## config.mk

```make
export PLATFORM = sky130hd
export DESIGN_NAME = lvf_lane
export DESIGN_NICKNAME = d
export VERILOG_FILES = /design/src/hdl/lvf_pkg.sv /design/src/hdl/lvf_lane.sv
export SDC_FILE = /design/constraint.sdc
export NUM_CORES = 2
export LEC_CHECK = 0
export ABC_AREA = 1
export BUFFER_PORTS_ARGS = -buffer_cell sky130_fd_sc_hd__buf_2
export CAP_MARGIN = 5
export CORE_MARGIN = 1.5
export CORE_UTILIZATION = 40
export DETAILED_ROUTE_END_ITERATION = 10
export PLACE_DENSITY = 0.59
export SYNTH_ARGS = -nofsm -noshare
export SYNTH_HDL_FRONTEND = slang
export SYNTH_SLANG_ARGS = --single-unit
```

## constraint.sdc

```tcl
create_clock -name clk -period 21.3 [get_ports clk]
set_input_delay 3.195 -clock clk [delete_from_list [all_inputs] [get_ports clk]]
set_output_delay 3.195 -clock clk [all_outputs]
set_load 0.1 [all_outputs]
```

## src/hdl/lvf_pkg.sv

```systemverilog
// Shared constants, coefficient table and control types for the luma vertical filter.
`timescale 1ns / 1ps

package lvf_pkg;

  localparam int LANES      = 8;
  localparam int IO_LANES   = 8;
  localparam int NUM_LANES  = (LANES < IO_LANES) ? LANES : IO_LANES;
  localparam int MAX_HEIGHT = 64;
  localparam int HIST_ROWS  = 7;
  localparam int TAPS       = 6;
  localparam int SAMPLE_W   = 16;
  localparam int COEF_W     = 8;
  localparam int PROD_W     = SAMPLE_W + COEF_W;
  localparam int SUM_W      = PROD_W + 1;
  localparam int PIX_OFFSET = 257 << 11;
  localparam int PIX_SHIFT  = 12;
  localparam int RAW_SHIFT  = 6;

  // Register indexes on the configuration port.
  localparam logic [1:0] REG_FILTER_PHASE = 2'd0;
  localparam logic [1:0] REG_RAW_OUTPUT   = 2'd1;
  localparam logic [1:0] REG_BLOCK_HEIGHT = 2'd2;

  localparam logic [1:0] RST_FILTER_PHASE = 2'd1;
  localparam logic       RST_RAW_OUTPUT   = 1'b0;
  localparam logic [6:0] RST_BLOCK_HEIGHT = 7'd8;

  // Half-sample phase runs the symmetric eight-tap filter.
  localparam logic [1:0] PHASE_HALF = 2'd2;

  localparam logic [2:0] NEED_ROWS_8TAP = 3'd7;
  localparam logic [2:0] NEED_ROWS_7TAP = 3'd6;

  localparam logic signed [COEF_W-1:0] COEF_TAB [0:3][0:7] = '{
    '{ 8'sd0,  8'sd0,   8'sd0,  8'sd64,  8'sd0,   8'sd0,  8'sd0,  8'sd0},
    '{-8'sd1,  8'sd4, -8'sd10,  8'sd58,  8'sd17, -8'sd5,  8'sd1,  8'sd0},
    '{-8'sd1,  8'sd4, -8'sd11,  8'sd40,  8'sd40, -8'sd11, 8'sd4, -8'sd1},
    '{ 8'sd1, -8'sd5,  8'sd17,  8'sd58, -8'sd10,  8'sd4, -8'sd1,  8'sd0}
  };

  function automatic logic signed [COEF_W-1:0] coef(input logic [1:0] phase,
                                                    input logic [2:0] idx);
    return COEF_TAB[phase][idx];
  endfunction

  typedef struct packed {
    logic       accept;   // input word taken: shift windows, load products
    logic       s2_load;  // product stage moves into the output register
    logic [1:0] phase;
    logic       raw;
  } lvf_ctl_t;

endpackage

```

## src/hdl/lvf_lane.sv

```systemverilog
// One column lane: row window, coefficient products and rounding/saturation.
`timescale 1ns / 1ps

module lvf_lane (
  input  logic                                  clk,
  input  lvf_pkg::lvf_ctl_t                     ctl,
  input  logic signed [lvf_pkg::SAMPLE_W-1:0]   sample,
  output logic        [lvf_pkg::SAMPLE_W-1:0]   result
);

  logic signed [lvf_pkg::SAMPLE_W-1:0] win_r    [lvf_pkg::HIST_ROWS];
  logic signed [lvf_pkg::SAMPLE_W-1:0] op       [lvf_pkg::TAPS];
  logic signed [lvf_pkg::COEF_W-1:0]   cf       [lvf_pkg::TAPS];
  logic signed [lvf_pkg::PROD_W-1:0]   prod_nxt [lvf_pkg::TAPS];
  logic signed [lvf_pkg::PROD_W-1:0]   prod_r   [lvf_pkg::TAPS];
  logic signed [lvf_pkg::SUM_W-1:0]    sum;
  logic signed [lvf_pkg::SUM_W-1:0]    raw_sh;
  logic signed [lvf_pkg::SUM_W-1:0]    pix_sum;
  logic signed [lvf_pkg::SUM_W-1:0]    pix_sh;
  logic        [lvf_pkg::SAMPLE_W-1:0] result_nxt;
  logic        [lvf_pkg::SAMPLE_W-1:0] result_r;

  // Window: entry 0 is the oldest row.
  always_ff @(posedge clk) begin
    if (ctl.accept) begin
      for (int r = 0; r < lvf_pkg::HIST_ROWS - 1; r++) begin
        win_r[r] <= win_r[r + 1];
      end
      win_r[lvf_pkg::HIST_ROWS - 1] <= sample;
    end
  end

  // Pre-adds wrap at 16 bits on purpose.
  always_comb begin
    if (ctl.phase == lvf_pkg::PHASE_HALF) begin
      op[0] = win_r[0] + sample;
      op[1] = win_r[1] + win_r[6];
      op[2] = win_r[2] + win_r[5];
      op[3] = win_r[3] + win_r[4];
      op[4] = '0;
      op[5] = '0;
    end else begin
      op[0] = win_r[1] - sample;
      op[1] = win_r[2];
      op[2] = win_r[3];
      op[3] = win_r[4];
      op[4] = win_r[5];
      op[5] = win_r[6];
    end
    for (int k = 0; k < lvf_pkg::TAPS; k++) begin
      cf[k]       = lvf_pkg::coef(ctl.phase, 3'(k));
      prod_nxt[k] = op[k] * cf[k];
    end
  end

  always_ff @(posedge clk) begin
    if (ctl.accept) begin
      prod_r <= prod_nxt;
    end
  end

  always_comb begin
    sum = '0;
    for (int k = 0; k < lvf_pkg::TAPS; k++) begin
      sum = sum + {prod_r[k][lvf_pkg::PROD_W-1], prod_r[k]};
    end
    raw_sh  = sum >>> lvf_pkg::RAW_SHIFT;
    pix_sum = sum + lvf_pkg::SUM_W'(lvf_pkg::PIX_OFFSET);
    pix_sh  = pix_sum >>> lvf_pkg::PIX_SHIFT;
    if (ctl.raw) begin
      if (raw_sh > lvf_pkg::SUM_W'(32767)) begin
        result_nxt = 16'h7fff;
      end else if (raw_sh < -(lvf_pkg::SUM_W'(32768))) begin
        result_nxt = 16'h8000;
      end else begin
        result_nxt = raw_sh[lvf_pkg::SAMPLE_W-1:0];
      end
    end else begin
      if (pix_sh < 0) begin
        result_nxt = '0;
      end else if (pix_sh > lvf_pkg::SUM_W'(255)) begin
        result_nxt = 16'd255;
      end else begin
        result_nxt = {8'd0, pix_sh[7:0]};
      end
    end
  end

  always_ff @(posedge clk) begin
    if (ctl.s2_load) begin
      result_r <= result_nxt;
    end
  end

  assign result = result_r;

endmodule

```

==> metrics.md <==
| Metric | Value |
|---|---|
| DRT Pass-1 Iters | 5 |
| Effective utilization at floorplan | 0.4041 |
| Highest Signal Layer | met4 |
| Cts bufs inserted | 36 |
| Placed wire-length estimate | 87,100 µm |
| Status | finished clean |
| Fraction of registers with async set/reset | 0 |
| Metal3 WL | between 6000 and 7000 µm |
| Drt via density | just under 5 |
| RSZ-0062 raised after global routing | no |
| Vias in the first global route | 29,556 |
| Most frequent cells in the layout | inv_1, fa_1, nand2_1, ha_1, nor2_1 |
| GRT overflow | 0 |
| Clock Skew | between 40 and 50 ps |
| Synthesis-to-finish area growth | 7.377% |
| Arrival @ worst endpoint | between 10,000 and 15,000 ps |
| CP Class | in2reg |
| Post-synth EDFFs | roughly 270 |
| Warnings, synthesis | 0 |
| # clock sinks | 271 |
| Post-CTS Resized | 0 |
| # diodes | 0 |
| Routed Antenna Nets | 0 |
| DRC violations left | 0 |
| Final slew viol count | 0 |
| CTS tree | done |
| Via count | 28,223 |
| Fmax achieved | around 97 MHz |
| Placer Congestion | between 0.8 and 0.9 |
| Synthesized area | a little under 40,000 µm² |
| Clk buf depth | 3 |
| Fin crit share | 0.4828 |
| Worst-path clk slew | ~60 ps |
| Initial antenna violation count | 3 |
| Worst skew pair latency | 590 ps |
| Die height | 318.3 µm |
| Syn_area_per_cell | 9.068 µm² |
| Required @ worst endpoint | 21,590 ps |
| CTS root buf | clkbuf_16 |
| Max transition margin | 0.09754 |
| Post-synth cell types | 60 |
| Synth Flop Type | edfxtp_1 |
| 1st-iter DRT viols | about 1,800 |
| Layout cells sized above 1 | 0.04531 |
| Global Route Usage Sum | 0.2088 |
| CP Launch Type | input pin |
| Site Rows | 115 |
| Final Hold Viols | 0 |
| Maximum Capacitance Violations | 0 |
| Largest net degree at the start of global routing | 110 |
| # port buffers | 37 |
| Commonest non-fill, non-tap cell in the layout | inv_1 |
| Peak fanout along the critical path | 78 |
| Synthesis-stage register bit count | roughly 270 |
| WL/cell | approximately 18 µm |
| Routed Wire Length | 101,700 µm |
| Length of routed met2 wiring | ~46,000 µm |
| Min cycle time layout | 10,280 ps |
| Crit end category | register |
| Setup Fix Bufs, Post-CTS | 0 |
| Cells after Synth | 4,386 |
| Register area share after synthesis | 0.2046 |
| WL met1 | about 46,000 µm |
| H-tree lvl count | 2 |
| R2R setup slack | roughly 14,000 ps |
| Layout net count | between 5,000 and 6,000 |
| Final setup vio count | 0 |
| Core ar. | slightly below 100,000 µm² |
| CTS Hold Bufs | 0 |
| I/O pins | 38 |
| Chip Width | between 300 and 400 µm |
| Die area | between 100,000 and 150,000 µm² |
| Global-route wire length before repair | about 160,000 µm |
| Setup TNS | 0 ps |
| Fillers | between 9,000 and 10,000 |
| Hold Path Class | reg2reg |
| Worst Tran Pin Value | ~1300 ps |
## stage by stage
stage	utilization	area [µm²]	worst slack, ps	instances	hold WS (ps)
detailed placement	0.4221	41550	10530	5683	477.1
floorplan	-	39830	12050	4401	448.6
global route	0.4339	42710	10420	5745	509.7
CTS	0.4339	42710	11050	5745	496.8
global placement	0.4221	41550	10650	5683	466.9
finish	0.4339	42710	11020	5745	497.3
## flip-flops by register name, summed over array words and instances, names as in the netlist
register,count
prod_r,143
win_r,112
result,16
## path summary, 6_finish.rpt
check / startpoint / cells after the start / endpoint
max: ctl[1] / 28 / prod_r[95]
min: win_r[4][15] / 0 / win_r[3][15]
max reg2reg: win_r[6][0] / 34 / prod_r[119]
min reg2reg: win_r[4][15] / 0 / win_r[3][15]
## synth_stat cells, types with 13 or more instances
| cell type | instances | area (µm²) |
|---|---|---|
| nand2_1 | 546 | 2049 |
| edfxtp_1 | 271 | 8138 |
| xor2_1 | 97 | 849.6 |
| nand4_1 | 15 | 93.84 |
| nand2_2 | 20 | 125.1 |
| fa_1 | 618 | 12370 |
| inv_1 | 1136 | 4264 |
| nand3_1 | 112 | 560.5 |
| a21oi_2 | 15 | 131.4 |
| nor3_1 | 22 | 110.1 |
| a21oi_1 | 247 | 1236 |
| xnor2_1 | 72 | 630.6 |
| nor2_1 | 406 | 1524 |
| a31oi_1 | 13 | 81.33 |
| o21bai_1 | 13 | 97.59 |
| ha_1 | 424 | 5305 |
| clkbuf_1 | 50 | 187.7 |
| o21ai_0 | 139 | 695.7 |
## worst max-delay path, cell delays in order
cell      delay [ps]
buf_2            160
inv_1             70
buf_4            340
ha_2             750
clkinv_2         540
buf_4            490
a21oi_1          210
o21ai_0          120
nand2_1           70
inv_1            140
nor2_1           190
inv_1            120
fa_1             560
fa_1             430
fa_1             490
inv_1             50
fa_1             430
ha_1             350
a21oi_1          180
o21ai_0           90
a21oi_1          280
inv_1             80
a21oi_1          280
inv_1             70
a31oi_1          280
o21a_1           210
o21ai_0          110
xor2_1           150
## layer usage
metal,GRT usage,vias to the layer above
met5,0,-
met4,0.06071,0
met3,0.03555,128
met2,0.3416,668
met1,0.2842,13810
li1,-,13617
## cell type report
type                            count  area (µm²)  area share
Multi-Input combinational cell   2926       27180      0.6364
Tap cell                         1287        1610     0.03771
Clock buffer                       39       912.1     0.02136
Clock inverter                     23       246.5    0.005772
Timing Repair Buffer               54       322.8    0.007559
Sequential cell                   271        8138      0.1906
Inverter                         1145        4299      0.1007
## cells by family (layout without fill, tap and decap cells)
group	after synthesis	in the layout	synth area share
mux	6	6	0.001510
simple gates	1178	1178	0.1247
compound gates	512	512	0.07255
other cells	2	17	0.0001888
fa+ha+maj	1042	1042	0.4445
xor+xnor	171	171	0.03832
buf+inv	1204	1261	0.1137
flops	271	271	0.2046
Power is not shown: default switching activity piles up to over one toggle a cycle in this logic, so the estimate is an artifact.
