[config.mk]
export PLATFORM = sky130hd
export DESIGN_NAME = lvf_ctrl
export DESIGN_NICKNAME = d
export VERILOG_FILES = /design/src/hdl/lvf_pkg.sv /design/src/hdl/lvf_ctrl.sv
export SDC_FILE = /design/constraint.sdc
export NUM_CORES = 1
export LEC_CHECK = 0
export BUFFER_PORTS_ARGS = -buffer_cell sky130_fd_sc_hd__buf_2
export CAP_MARGIN = 20
export CORE_MARGIN = 4
export CORE_UTILIZATION = 25
export CTS_BUF_LIST = sky130_fd_sc_hd__clkbuf_16
export DETAILED_ROUTE_END_ITERATION = 8
export GPL_TIMING_DRIVEN = 1
export SKIP_LAST_GASP = 1
export SLEW_MARGIN = 0
export SYNTH_ARGS = -nofsm -noshare
export SYNTH_HDL_FRONTEND = slang
export SYNTH_SLANG_ARGS = --single-unit
[constraint.sdc]
create_clock -name clk -period 3.09 [get_ports clk]
set_input_delay 0.618 -clock clk [delete_from_list [all_inputs] [get_ports clk]]
set_output_delay 0.618 -clock clk [all_outputs]
set_load 0.05 [all_outputs]
[src/hdl/lvf_pkg.sv]
// Shared constants, coefficient table and control types for the luma vertical filter.
`timescale 1ns / 1ps

package lvf_pkg;

  localparam int LANES      = 8;
  localparam int IO_LANES   = 8;
  localparam int NUM_LANES  = (LANES < IO_LANES) ? LANES : IO_LANES;
  localparam int MAX_HEIGHT = 64;
  localparam int HIST_ROWS  = 7;
  localparam int TAPS       = 6;
  localparam int SAMPLE_W   = 16;
  localparam int COEF_W     = 8;
  localparam int PROD_W     = SAMPLE_W + COEF_W;
  localparam int SUM_W      = PROD_W + 1;
  localparam int PIX_OFFSET = 257 << 11;
  localparam int PIX_SHIFT  = 12;
  localparam int RAW_SHIFT  = 6;

  // Register indexes on the configuration port.
  localparam logic [1:0] REG_FILTER_PHASE = 2'd0;
  localparam logic [1:0] REG_RAW_OUTPUT   = 2'd1;
  localparam logic [1:0] REG_BLOCK_HEIGHT = 2'd2;

  localparam logic [1:0] RST_FILTER_PHASE = 2'd1;
  localparam logic       RST_RAW_OUTPUT   = 1'b0;
  localparam logic [6:0] RST_BLOCK_HEIGHT = 7'd8;

  // Half-sample phase runs the symmetric eight-tap filter.
  localparam logic [1:0] PHASE_HALF = 2'd2;

  localparam logic [2:0] NEED_ROWS_8TAP = 3'd7;
  localparam logic [2:0] NEED_ROWS_7TAP = 3'd6;

  localparam logic signed [COEF_W-1:0] COEF_TAB [0:3][0:7] = '{
    '{ 8'sd0,  8'sd0,   8'sd0,  8'sd64,  8'sd0,   8'sd0,  8'sd0,  8'sd0},
    '{-8'sd1,  8'sd4, -8'sd10,  8'sd58,  8'sd17, -8'sd5,  8'sd1,  8'sd0},
    '{-8'sd1,  8'sd4, -8'sd11,  8'sd40,  8'sd40, -8'sd11, 8'sd4, -8'sd1},
    '{ 8'sd1, -8'sd5,  8'sd17,  8'sd58, -8'sd10,  8'sd4, -8'sd1,  8'sd0}
  };

  function automatic logic signed [COEF_W-1:0] coef(input logic [1:0] phase,
                                                    input logic [2:0] idx);
    return COEF_TAB[phase][idx];
  endfunction

  typedef struct packed {
    logic       accept;   // input word taken: shift windows, load products
    logic       s2_load;  // product stage moves into the output register
    logic [1:0] phase;
    logic       raw;
  } lvf_ctl_t;

endpackage

[src/hdl/lvf_ctrl.sv]
// Configuration registers, strip counters and pipeline valid/handshake control.
`timescale 1ns / 1ps

module lvf_ctrl (
  input  logic              clk,
  input  logic              rst_n,
  input  logic              cfg_wr_en,
  input  logic [1:0]        cfg_addr,
  input  logic [6:0]        cfg_wr_data,
  input  logic              in_tvalid,
  input  logic              in_tuser,
  output logic              in_tready,
  output logic              out_tvalid,
  input  logic              out_tready,
  output logic              out_tlast,
  output lvf_pkg::lvf_ctl_t ctl
);

  logic [1:0] phase_r;
  logic       raw_r;
  logic [6:0] height_cfg_r;
  logic [2:0] filled_r;
  logic [6:0] emitted_r;
  logic       s1_valid_r;
  logic       s1_end_r;
  logic       out_valid_r;
  logic       out_end_r;

  logic       out_adv;
  logic       accept;
  logic [2:0] filled_eff;
  logic [6:0] emitted_eff;
  logic [6:0] height;
  logic [2:0] need;
  logic       produce;
  logic       is_end;
  logic [2:0] filled_nxt;
  logic [6:0] emitted_nxt;

  assign out_adv   = !out_valid_r || out_tready;
  assign in_tready = !s1_valid_r || out_adv;
  assign accept    = in_tvalid && in_tready;

  always_comb begin
    filled_eff  = in_tuser ? '0 : filled_r;
    emitted_eff = in_tuser ? '0 : emitted_r;
    height      = ({1'b0, height_cfg_r} > 8'(lvf_pkg::MAX_HEIGHT)) ?
                  7'(lvf_pkg::MAX_HEIGHT) : height_cfg_r;
    need        = (phase_r == lvf_pkg::PHASE_HALF) ? lvf_pkg::NEED_ROWS_8TAP
                                                   : lvf_pkg::NEED_ROWS_7TAP;
    produce     = (filled_eff >= need) && (emitted_eff < height);
    is_end      = (emitted_eff + 7'd1) == height;
    filled_nxt  = (filled_eff == 3'(lvf_pkg::HIST_ROWS)) ? filled_eff : filled_eff + 3'd1;
    emitted_nxt = emitted_eff + {6'd0, produce};
  end

  always_ff @(posedge clk) begin
    if (!rst_n) begin
      phase_r      <= lvf_pkg::RST_FILTER_PHASE;
      raw_r        <= lvf_pkg::RST_RAW_OUTPUT;
      height_cfg_r <= lvf_pkg::RST_BLOCK_HEIGHT;
    end else if (cfg_wr_en) begin
      case (cfg_addr)
        lvf_pkg::REG_FILTER_PHASE: phase_r      <= cfg_wr_data[1:0];
        lvf_pkg::REG_RAW_OUTPUT:   raw_r        <= cfg_wr_data[0];
        lvf_pkg::REG_BLOCK_HEIGHT: height_cfg_r <= cfg_wr_data;
        default: ;
      endcase
    end
  end

  always_ff @(posedge clk) begin
    if (!rst_n) begin
      filled_r    <= '0;
      emitted_r   <= '0;
      s1_valid_r  <= 1'b0;
      s1_end_r    <= 1'b0;
      out_valid_r <= 1'b0;
      out_end_r   <= 1'b0;
    end else begin
      if (accept) begin
        filled_r  <= filled_nxt;
        emitted_r <= emitted_nxt;
      end
      if (in_tready) begin
        s1_valid_r <= accept && produce;
        s1_end_r   <= is_end;
      end
      if (out_adv) begin
        out_valid_r <= s1_valid_r;
        out_end_r   <= s1_end_r;
      end
    end
  end

  assign out_tvalid  = out_valid_r;
  assign out_tlast   = out_end_r;
  assign ctl.accept  = accept;
  assign ctl.s2_load = out_adv && s1_valid_r;
  assign ctl.phase   = phase_r;
  assign ctl.raw     = raw_r;

endmodule

==> results of run 1 <==
==> per-stage QoR <==
stage                     total power [mW]   util  setup WS (ns)  cell area (um^2)  hold slack (ns)
after floorplan                      0.375      -         0.0195              1490            0.448
after global placement               0.399  0.299          0.119              1690            0.472
after detailed placement             0.400  0.299         0.0443              1690            0.472
after CTS                            0.770  0.317          0.297              1790            0.489
after global routing                 0.794  0.317          0.119              1790            0.497
final                                0.766  0.317          0.314              1790            0.487
==> area by class of cell <==
cell class	count	area, um^2
fillers	582	3850
multi-input cells	138	930
flip-flops and latches	24	480
repair buffers	28	155
well taps	72	90.1
clock buffers	3	75.1
clock inverters	1	30.0
inverters	8	30.0
==> logic make-up (layout without fill, tap and decap cells) <==
group | after synthesis | in the layout | share of synthesized area
AO/OA/AOI/OAI | 28 | 28 | 0.115
adder cells (fa/ha/maj) | 12 | 12 | 0.101
XOR/XNOR | 7 | 7 | 0.0414
flip-flops | 24 | 24 | 0.324
AND/OR/NAND/NOR | 77 | 77 | 0.271
multiplexers | 14 | 14 | 0.0970
buffers and inverters | 17 | 40 | 0.0506
==> critical path, cell delays in order <==
cell and delay [ns]:
buf_2 0.14, nor2b_2 0.13, ha_1 0.23, nor2b_1 0.13, o21a_1 0.16, o211ai_1 0.16, a21o_1 0.15, and3_1 0.14
ha_1 0.16, ha_1 0.18, and3_1 0.21, nand3_1 0.08, or3_1 0.31, a21oi_1 0.15
==> layer usage <==
metal	global-route usage	part of all wire	vias to the layer above
li1	-	-	668
met1	0.129	0.51	594
met2	0.145	0.43	25
met3	0.0252	0.049	5
met4	0.0259	0.011	0
met5	0	0	-
==> power groups by stage <==
| stage | Clock, mW | Sequential, mW | Combinational, mW |
|---|---|---|---|
| after detailed placement | 0 | 0.326 | 0.0730 |
| after CTS | 0.377 | 0.319 | 0.0734 |
| after floorplan | 0 | 0.329 | 0.0458 |
| after global placement | 0 | 0.326 | 0.0724 |
| final | 0.373 | 0.319 | 0.0728 |
| after global routing | 0.393 | 0.320 | 0.0808 |
==> state kept, by name (all words and copies together) (netlist names) <==
signal	flops
out_tvalid	1
emitted_r	7
filled_r	3
out_tlast	1
s1_end_r	1
s1_valid_r	1
phase_r	2
height_cfg_r	7
raw_r	1
==> final timing paths <==
path	from	endpoint	cells after the start
worst max-delay path	in_tuser	emitted_r[6]$_SDFFE_PN0P_	14
worst min-delay path	emitted_r[6]$_SDFFE_PN0P_	emitted_r[6]$_SDFFE_PN0P_	2
worst max register to register	emitted_r[1]$_SDFFE_PN0P_	emitted_r[6]$_SDFFE_PN0P_	13
worst min register to register	emitted_r[6]$_SDFFE_PN0P_	emitted_r[6]$_SDFFE_PN0P_	2
==> Yosys cell counts, types with 3 or more instances <==
| library cell | instances | area [um^2] |
|---|---|---|
| and3_1 | 3 | 18.8 |
| nand2_1 | 18 | 67.6 |
| ha_1 | 12 | 150 |
| clkbuf_1 | 4 | 15.0 |
| o21ai_0 | 6 | 30.0 |
| dfxtp_1 | 24 | 480 |
| mux2i_1 | 13 | 130 |
| inv_1 | 7 | 26.3 |
| a31oi_1 | 5 | 31.3 |
| nor2_1 | 23 | 86.3 |
| a21oi_1 | 8 | 40.0 |
| nand3_1 | 6 | 30.0 |
| a22oi_1 | 3 | 22.5 |
| buf_2 | 3 | 15.0 |
| nor2b_1 | 9 | 56.3 |
| xnor2_1 | 4 | 35.0 |
| nand4_1 | 3 | 18.8 |
| xor2_1 | 3 | 26.3 |
==> out/qor.yml, run 1 <==
clock_tree:
  htree_levels: 1
  cts_tree: "yes"
  cts.sinks: 24
  cts_resized: 0
  cts_buffers: 3
  clockRootBuffer: "clkbuf_16"
  clk_pin_slew_ns: 0.06
  postCtsHoldBufs: 0
  clk_latency_ns: 0.26
  cts.path.max_buffers: 2
  cts_setup_buffers: 0
drt:
  wire_per_inst_um: 11.9
  drc_errors: 0
  ant_nets: 0
  vias: 1292
  drt_iter0_drc: 40
  vias_per_cell: 4.72
  first_pass_iters: 4
  wl_mm: 3.26
synthesis:
  synthesis.area_um2: 1480
  ys_seq_area_frac: 0.324
  yosysUniqueCellTypes: 39
  avgSynthCellArea_um2: 8.28
  synthArstFlopShare: 0
  synth.net_count: 206
  synthCells: 179
  synth-main-ff-cell: "dfxtp_1"
  synth_edf_count: 0
  synth_warnings: 0
  synth-seq-cells: 24
critical_path:
  worstSetupPathType: "input port to register"
  ff2ff_setup_slack_ns: 0.38
  endpoint_kind: "register"
  cp_data_arrival_time_ns: 2.95
  startpoint_type: "input port"
  critPathRequiredTime_ns: 3.27
  critical_path.max_fanout: 7
floorplanning:
  core_region_area_um2: 5640
  fp-row-count: 27
  die_area_um2: 7230
  io_pins: 23
  fp.dieW_um: 85.0
  start_util: 0.263
  die-height_um: 85.0
run:
  cap_violations: 0
finish:
  finalNonFillerCells: 274
  drive_gt1_frac: 0.193
  layout_commonest_cell: "dfxtp_1"
  final_cell_mix: "dfxtp_1, nor2_1, buf_2, nand2_1, mux2i_1"
  syn2layout_area_growth_pct: 20.8
  antenna_cells: 0
  nNetsFinal: 230
place:
  dpl.cell_count: 270
  gp_congestion: 0.759
  post-dp-hpwl_mm: 2.54
  io_buffers: 22
sta:
  maxSlewViolCount: 0
  rsz0062_at_grt: "no"
  max_slew_margin: 0.510
  skew_ns: 0.00494
  setup_viol: 0
  max_freq_mhz: 360
  tightest_slew_ns: 0.734
  period_share: 0.899
  fin_tns_setup_ns: 0
  hold_viol: 0
  layout_min_cycle_time_ns: 2.78
global_routing:
  grt_start_max_net_pins: 23
  grt_remaining_overflow: 0
  track_usage: 0.0940
  grt_pass1_wl_mm: 5.61
  grt_pass1_vias: 1220
  antenna_found_initial: 0
power:
  p_leak_nw: 0.823
  swShare: 0.214
  sequentialPowerShare: 0.417
  switching_power_mw: 0.164
  p_per_area_nw_per_um2: 428
  p_clk_frac: 0.488
  pwr-share-comb: 0.095
  ir_drop_uv: 192
  internal_power_mw: 0.602
min_path:
  min_path_type: "register to register"
status:
  outcome: "complete, no violations"
Power figures use the tool's default switching activity.
==> run 2, diff against run 1 <==
- ABC_AREA: unset -> 1
- BUFFER_PORTS_ARGS: -buffer_cell sky130_fd_sc_hd__buf_2 -> -buffer_cell sky130_fd_sc_hd__buf_4
- SETUP_SLACK_MARGIN: unset -> 0.05
==> run 2 against run 1 <==
Compared with the run above: sequential power rose by 3%; global-route usage grew 1.2 points; cell area grew 2.8%; clock skew shrank 0.0011 ns.
==> out/qor.yml, run 2 <==
global_routing:
  antenna_found_initial: 0  # unchanged
  grt_start_max_net_pins: 20  # -13%
  grt_pass1_wl_mm: 6.33  # +13%
  grt_pass1_vias: 1387  # +14%
  grt_remaining_overflow: 0  # unchanged
  track_usage: 0.106  # +0.0120
synthesis:
  yosysUniqueCellTypes: 26  # -33%
  synth_warnings: 0  # unchanged
  synthTopCellsByCount: "nand2_1, inv_1, nor2_1"
  yosys.area.top_type: "dfxtp_1"
  synth.most_common_cell: "nand2_1"
  synth-seq-cells: 24  # unchanged
  synthArstFlopShare: 0  # unchanged
  synth.net_count: 267  # +30%
  avgSynthCellArea_um2: 6.42  # -23%
  ys_seq_area_frac: 0.312  # -0.0121
  netlist.area_leader.share: 0.312  # -0.0121
  synth_area_leaders: "dfxtp_1, nand2_1, ha_1"
  synthCells: 240  # +34%
  synthesis.area_um2: 1540  # +3.9%
  synth-main-ff-cell: "dfxtp_1"
  synth_edf_count: 0  # unchanged
clock_tree:
  cts.path.max_buffers: 2  # unchanged
  cts_setup_buffers: 0  # unchanged
  clockRootBuffer: "clkbuf_16"
  cts.sinks: 24  # unchanged
  htree_levels: 1  # unchanged
  clk_latency_ns: 0.26  # about the same
  cts_resized: 0  # unchanged
  cts_tree: "yes"
  postCtsHoldBufs: 0  # unchanged
  cts_buffers: 3  # unchanged
  clk_pin_slew_ns: 0.06  # about the same
sta:
  hold_viol: 0  # unchanged
  timing.hold.ws_ns: 0.444  # -0.0424 ns
  layout_min_cycle_time_ns: 2.57  # -0.203 ns
  setup_viol: 0  # unchanged
  max_freq_mhz: 389  # +7.9%
  skew_ns: 0.00389  # -0.00105 ns
  tightest_slew_ns: 0.312  # -0.421 ns
  period_share: 0.833  # -0.0657
  fin_ws_ns: 0.517  # +0.203 ns
  fin_tns_setup_ns: 0  # unchanged
  rsz0062_at_grt: "no"
  max_slew_margin: 0.791  # +0.280
  maxSlewViolCount: 0  # unchanged
critical_path:
  endpoint_kind: "register"
  slowest_delay_ns: 0.34  # +0.03 ns
  r2r_cells: 11  # -2
  critPathTopFamily: "simple AND/OR/NAND/NOR gates"
  path_cells: "buf_4 -> inv_2 -> nand2_1 -> inv_1 -> ha_1 -> a21oi_1 -> o21ai_0 -> nand4_1 -> and3_1 -> ha_1 -> nand3_1 -> or2_2 -> o21ai_0 -> a21oi_1"
  ff2ff_setup_slack_ns: 0.67  # +0.29 ns
  crit_buf_inv: 3  # +2
  timing.rr.end: "emitted_r[3]$_SDFFE_PN0P_"
  cp_data_arrival_time_ns: 2.72  # -0.23 ns
  critical_path.max_fanout: 13  # +6
  critPathRequiredTime_ns: 3.24  # -0.03 ns
  rr_startpoint: "height_cfg_r[6]$_SDFFE_PN0P_"
  slowest_stage: "or2_2"
  worstSetupPathType: "input port to register"
  startpoint_type: "input port"
finish:
  reg_top3: "emitted_r: 7 flops, height_cfg_r: 7 flops, filled_r: 3 flops"
  syn2layout_area_growth_pct: 19.5
  nNetsFinal: 289  # +26%
  layout_commonest_cell: "nand2_1"
  antenna_cells: 0  # unchanged
  drive_gt1_frac: 0.123  # -0.0700
  fin_util: 0.309  # -0.00833
  final_cell_mix: "nand2_1, inv_1, nor2_1, dfxtp_1, buf_4"
floorplanning:
  io_pins: 23  # unchanged
  fp.dieW_um: 86.5  # +1.7%
  start_util: 0.259  # -0.00419
  core_region_area_um2: 5960  # +5.6%
  die-height_um: 86.5  # +1.7%
  die_area_um2: 7480  # +3.5%
  fp-row-count: 28  # +3.7%
place:
  io_buffers: 22  # unchanged
  pre_cts_ws_ns: 0.289  # +0.244 ns
  gp_congestion: 0.892  # +18%
  post-dp-hpwl_mm: 2.99  # +18%
run:
  cap_violations: 0  # unchanged
min_path:
  whs_path_depth: 2  # unchanged
  hold_end: "raw_r$_SDFFE_PN0P_"
  min_path_type: "register to register"
  hp-start: "raw_r$_SDFFE_PN0P_"
drt:
  first_pass_iters: 4  # unchanged
  drc_errors: 0  # unchanged
  vias: 1506  # +17%
  wire_per_inst_um: 11.0  # -7.3%
  wl_mm: 3.69  # +13%
  ant_nets: 0  # unchanged
  drt_iter0_drc: 132  # +230%
  vias_per_cell: 4.50  # -4.7%
status:
  outcome: "complete, no violations"
power:
  ir_drop_uv: 168  # -12%
  p_per_area_nw_per_um2: 384  # -10%
  p_leak_nw: 0.851  # +3.4%
==> run 2: worst register-to-register path, stage by stage, from the launching register on <==
cell and delay (ns):
dfxtp_1 0.45, inv_2 0.14, nand2_1 0.15, ha_1 0.27, a21oi_1 0.15, o21a_1 0.15, and3_1 0.16, ha_1 0.16
nand3_1 0.09, or2_2 0.34, o21ai_0 0.20, a21oi_1 0.06
==> run 2: layout make-up <==
cell class / count / area [um^2]
inverters: 40 / 150
well taps: 75 / 93.8
clock buffers: 3 / 75.1
multi-input cells: 171 / 876
repair buffers: 22 / 165
flip-flops and latches: 24 / 480
fillers: 661 / 4120
==> run 2: where the power goes <==
group | internal [mW] | leakage [nW] | switching [mW] | total [mW]
clock | 0.171 | 0.0370 | 0.109 | 0.280
combinational | 0.0378 | 0.618 | 0.0628 | 0.101
sequential | 0.320 | 0.196 | 0.00651 | 0.327
total | 0.529 | 0.851 | 0.178 | 0.707
==> run 2: worst max path at each step <==
stage / endpoint / start / depth (start not counted)
global placement: emitted_r[3]$_SDFFE_PN0P_ / in_tuser / 14
finish: emitted_r[3]$_SDFFE_PN0P_ / in_tuser / 14
CTS: emitted_r[3]$_SDFFE_PN0P_ / in_tuser / 14
detailed placement: emitted_r[3]$_SDFFE_PN0P_ / in_tuser / 14
global route: emitted_r[4]$_SDFFE_PN0P_ / in_tuser / 14
floorplan: emitted_r[3]$_SDFFE_PN0P_ / in_tuser / 13
==> run 2: metal layers <==
layer	global-route usage	part of all wire	vias up
met4	0.0340	0.012	0
met2	0.171	0.46	22
met3	0.0200	0.035	5
li1	-	-	812
met1	0.142	0.49	667
met5	0	0	-
==> run 2: logic make-up after synthesis <==
group,count (synthesis),synth area share
AND/OR/NAND/NOR,116,0.324
adder cells (fa/ha/maj),12,0.0975
buffers and inverters,45,0.119
flip-flops,24,0.312
AO/OA/AOI/OAI,43,0.147
==> run 2: through the flow <==
stage                     power, mW  area [um^2]  std cells
final                         0.707         1840        335
after detailed placement      0.434         1770        332
after global placement        0.434         1770        332
after floorplan               0.401         1540        240
after global routing          0.752         1840        335
after CTS                     0.715         1840        335
==> run 3, diff against run 2 <==
- clock period: 3.09 -> 2.5 ns (I/O delays scaled with it)
==> run 3 against run 2 <==
Compared with the run above: sequential power up 23%; critical path depth is 2 lower; worst setup slack worse by 0.34 ns; clock-buffer cell count unchanged; combinational power up 34%; routed wire length up 3.1%; critical endpoint is now emitted_r[5]$_SDFFE_PN0P_; largest power group unchanged; highest routed layer unchanged.
==> out/qor.yml, run 3 (same netlist as run 2, synthesis figures left out) <==
status:
  outcome: "complete, no violations"
drt:
  first_pass_iters: 4  # unchanged
  drt-met1-wl_mm: 1.79  # -0.94%
  drc_errors: 0  # unchanged
  wl_mm: 3.81  # +3.1%
  top_layer: "met4"
  vias_per_cell: 4.49  # about the same
  drt_iter0_drc: 65  # -51%
  route.met3.wl_um: 87  # -32%
  routed-wl-met2_mm: 1.88  # +10%
  vias: 1559  # +3.5%
  ant_nets: 0  # unchanged
  wire_per_inst_um: 11.0  # -0.45%
floorplanning:
  start_util: 0.259  # unchanged
  io_pins: 23  # unchanged
  die_area_um2: 7480  # unchanged
  fp.dieW_um: 86.5  # unchanged
  fp-row-count: 28  # unchanged
  die-height_um: 86.5  # unchanged
  core_region_area_um2: 5960  # unchanged
finish:
  antenna_cells: 0  # unchanged
  syn2layout_area_growth_pct: 26.6
  drive_gt1_frac: 0.173  # +0.0497
  final_cell_mix: "nand2_1, inv_1, buf_4, nor2_1, dfxtp_1"
  nNetsFinal: 300  # +3.8%
  fin_area_um2: 1950  # +6.0%
  layout_commonest_cell: "nand2_1"
  reg_top3: "emitted_r: 7 flops, height_cfg_r: 7 flops, filled_r: 3 flops"
run:
  cap_violations: 0  # unchanged
clock_tree:
  cts.path.max_buffers: 2  # unchanged
  clk_latency_ns: 0.26  # about the same
  clockRootBuffer: "clkbuf_16"
  cts_tree: "yes"
  clk_pin_slew_ns: 0.06  # about the same
  cts_buffers: 3  # unchanged
  cts.sinks: 24  # unchanged
  htree_levels: 1  # unchanged
critical_path:
  r2r_cells: 12  # +1
  startpoint_type: "input port"
  ff2ff_setup_slack_ns: 0.23  # -0.44 ns
  critical_path.max_fanout: 6  # -7
  worstSetupPathType: "input port to register"
  timing.rr.end: "emitted_r[5]$_SDFFE_PN0P_"
  critPathRequiredTime_ns: 2.71  # -0.53 ns
  rr_startpoint: "filled_r[0]$_SDFFE_PN0P_"
  endpoint_kind: "register"
  cp_data_arrival_time_ns: 2.53  # -0.19 ns
global_routing:
  grt_remaining_overflow: 0  # unchanged
  grt_start_max_net_pins: 20  # unchanged
  antenna_found_initial: 0  # unchanged
  track_usage: 0.107  # +0.00149
  grt_pass1_vias: 1479  # +6.6%
  grt_pass1_wl_mm: 6.53  # +3.2%
place:
  io_buffers: 22  # unchanged
  placed_area_um2: 1850  # +4.7%
  post-dp-hpwl_mm: 3.07  # +2.8%
  pre_cts_ws_ns: -0.0407  # -0.329 ns
  gp_congestion: 0.870  # -2.5%
sta:
  period_share: 0.929
  layout_min_cycle_time_ns: 2.32
  setup_viol: 0  # unchanged
  rsz0062_at_grt: "no"
  timing.hold.ws_ns: 0.450  # +0.00545 ns
  hold_viol: 0  # unchanged
  fin_ws_ns: 0.178  # -0.339 ns
  max_freq_mhz: 431
  max_slew_margin: 0.774  # -0.0167
  maxSlewViolCount: 0  # unchanged
  skew_ns: 0.00318  # -0.000708 ns
  fin_tns_setup_ns: 0  # unchanged
  tightest_slew_ns: 0.337  # +0.0249 ns
power:
  power_mw: 0.892  # +26%
  switching_power_mw: 0.229  # +29%
  swShare: 0.257  # +0.00504
  p_per_area_nw_per_um2: 457  # +19%
  internal_power_mw: 0.663  # +25%
  p_clk_frac: 0.397  # about the same
  pwr-share-comb: 0.151  # +0.009
  sequentialPowerShare: 0.451  # -0.011
  ir_drop_uv: 255  # +52%
  p_leak_nw: 0.907  # +6.6%
min_path:
  min_path_type: "register to register"
  hp-start: "raw_r$_SDFFE_PN0P_"
  whs_path_depth: 2  # unchanged
  hold_end: "raw_r$_SDFFE_PN0P_"
[run 3: worst max path at each step]
stage	start	endpoint	slack, ns	cells after the start
floorplan	phase_r[0]$_SDFFE_PN1P_	emitted_r[3]$_SDFFE_PN0P_	0.21	10
global placement	in_tuser	emitted_r[3]$_SDFFE_PN0P_	-0.03	12
detailed placement	in_tuser	emitted_r[5]$_SDFFE_PN0P_	-0.04	12
CTS	height_cfg_r[6]$_SDFFE_PN0P_	emitted_r[5]$_SDFFE_PN0P_	0.16	12
global route	in_tuser	emitted_r[6]$_SDFFE_PN0P_	0.04	15
finish	in_tuser	emitted_r[5]$_SDFFE_PN0P_	0.18	12
[run 3: cell type report]
class	instances	area (um^2)
well taps	75	93.8
fillers	664	4010
clock inverters	1	3.75
inverters	40	153
repair buffers	33	248
clock buffers	3	75.1
flip-flops and latches	24	480
multi-input cells	171	897
[run 3: power by group through the flow]
stage / logic (mW) / registers, mW / clock network, mW
5_1_grt: 0.155 / 0.404 / 0.373
3_5_place_dp: 0.132 / 0.411 / 0
2_1_floorplan: 0.0793 / 0.416 / 0
3_3_place_gp: 0.131 / 0.411 / 0
4_1_cts: 0.133 / 0.402 / 0.356
6_report: 0.135 / 0.403 / 0.354
[run 3: metrics by stage]
| stage | utilization | instances |
|---|---|---|
| after floorplan | - | 240 |
| after global routing | 0.328 | 347 |
| after detailed placement | 0.310 | 343 |
| after global placement | 0.310 | 343 |
| final | 0.328 | 347 |
| after CTS | 0.324 | 347 |
[run 3: routing by layer]
layer  GRT usage  vias to the layer above
li1            -                      839
met1       0.137                      692
met2       0.189                       23
met3      0.0114                        5
met4      0.0340                        0
met5           0                        -
[run 3: repair_timing]
item                       CTS  global route
resized for setup            0             6
setup endpoints to repair    0             5
hold endpoints to repair     0             0
hold buffers                 0             0
setup buffers                0             0
[run 3: critical path: stages]
cell and delay [ns]:
buf_4 0.14, nor2_1 0.14, inv_1 0.07, ha_1 0.27, inv_1 0.04, a211oi_1 0.30, and3_1 0.21, ha_1 0.16
nand3_1 0.10, or2_2 0.32, o22ai_1 0.11, and3_1 0.16
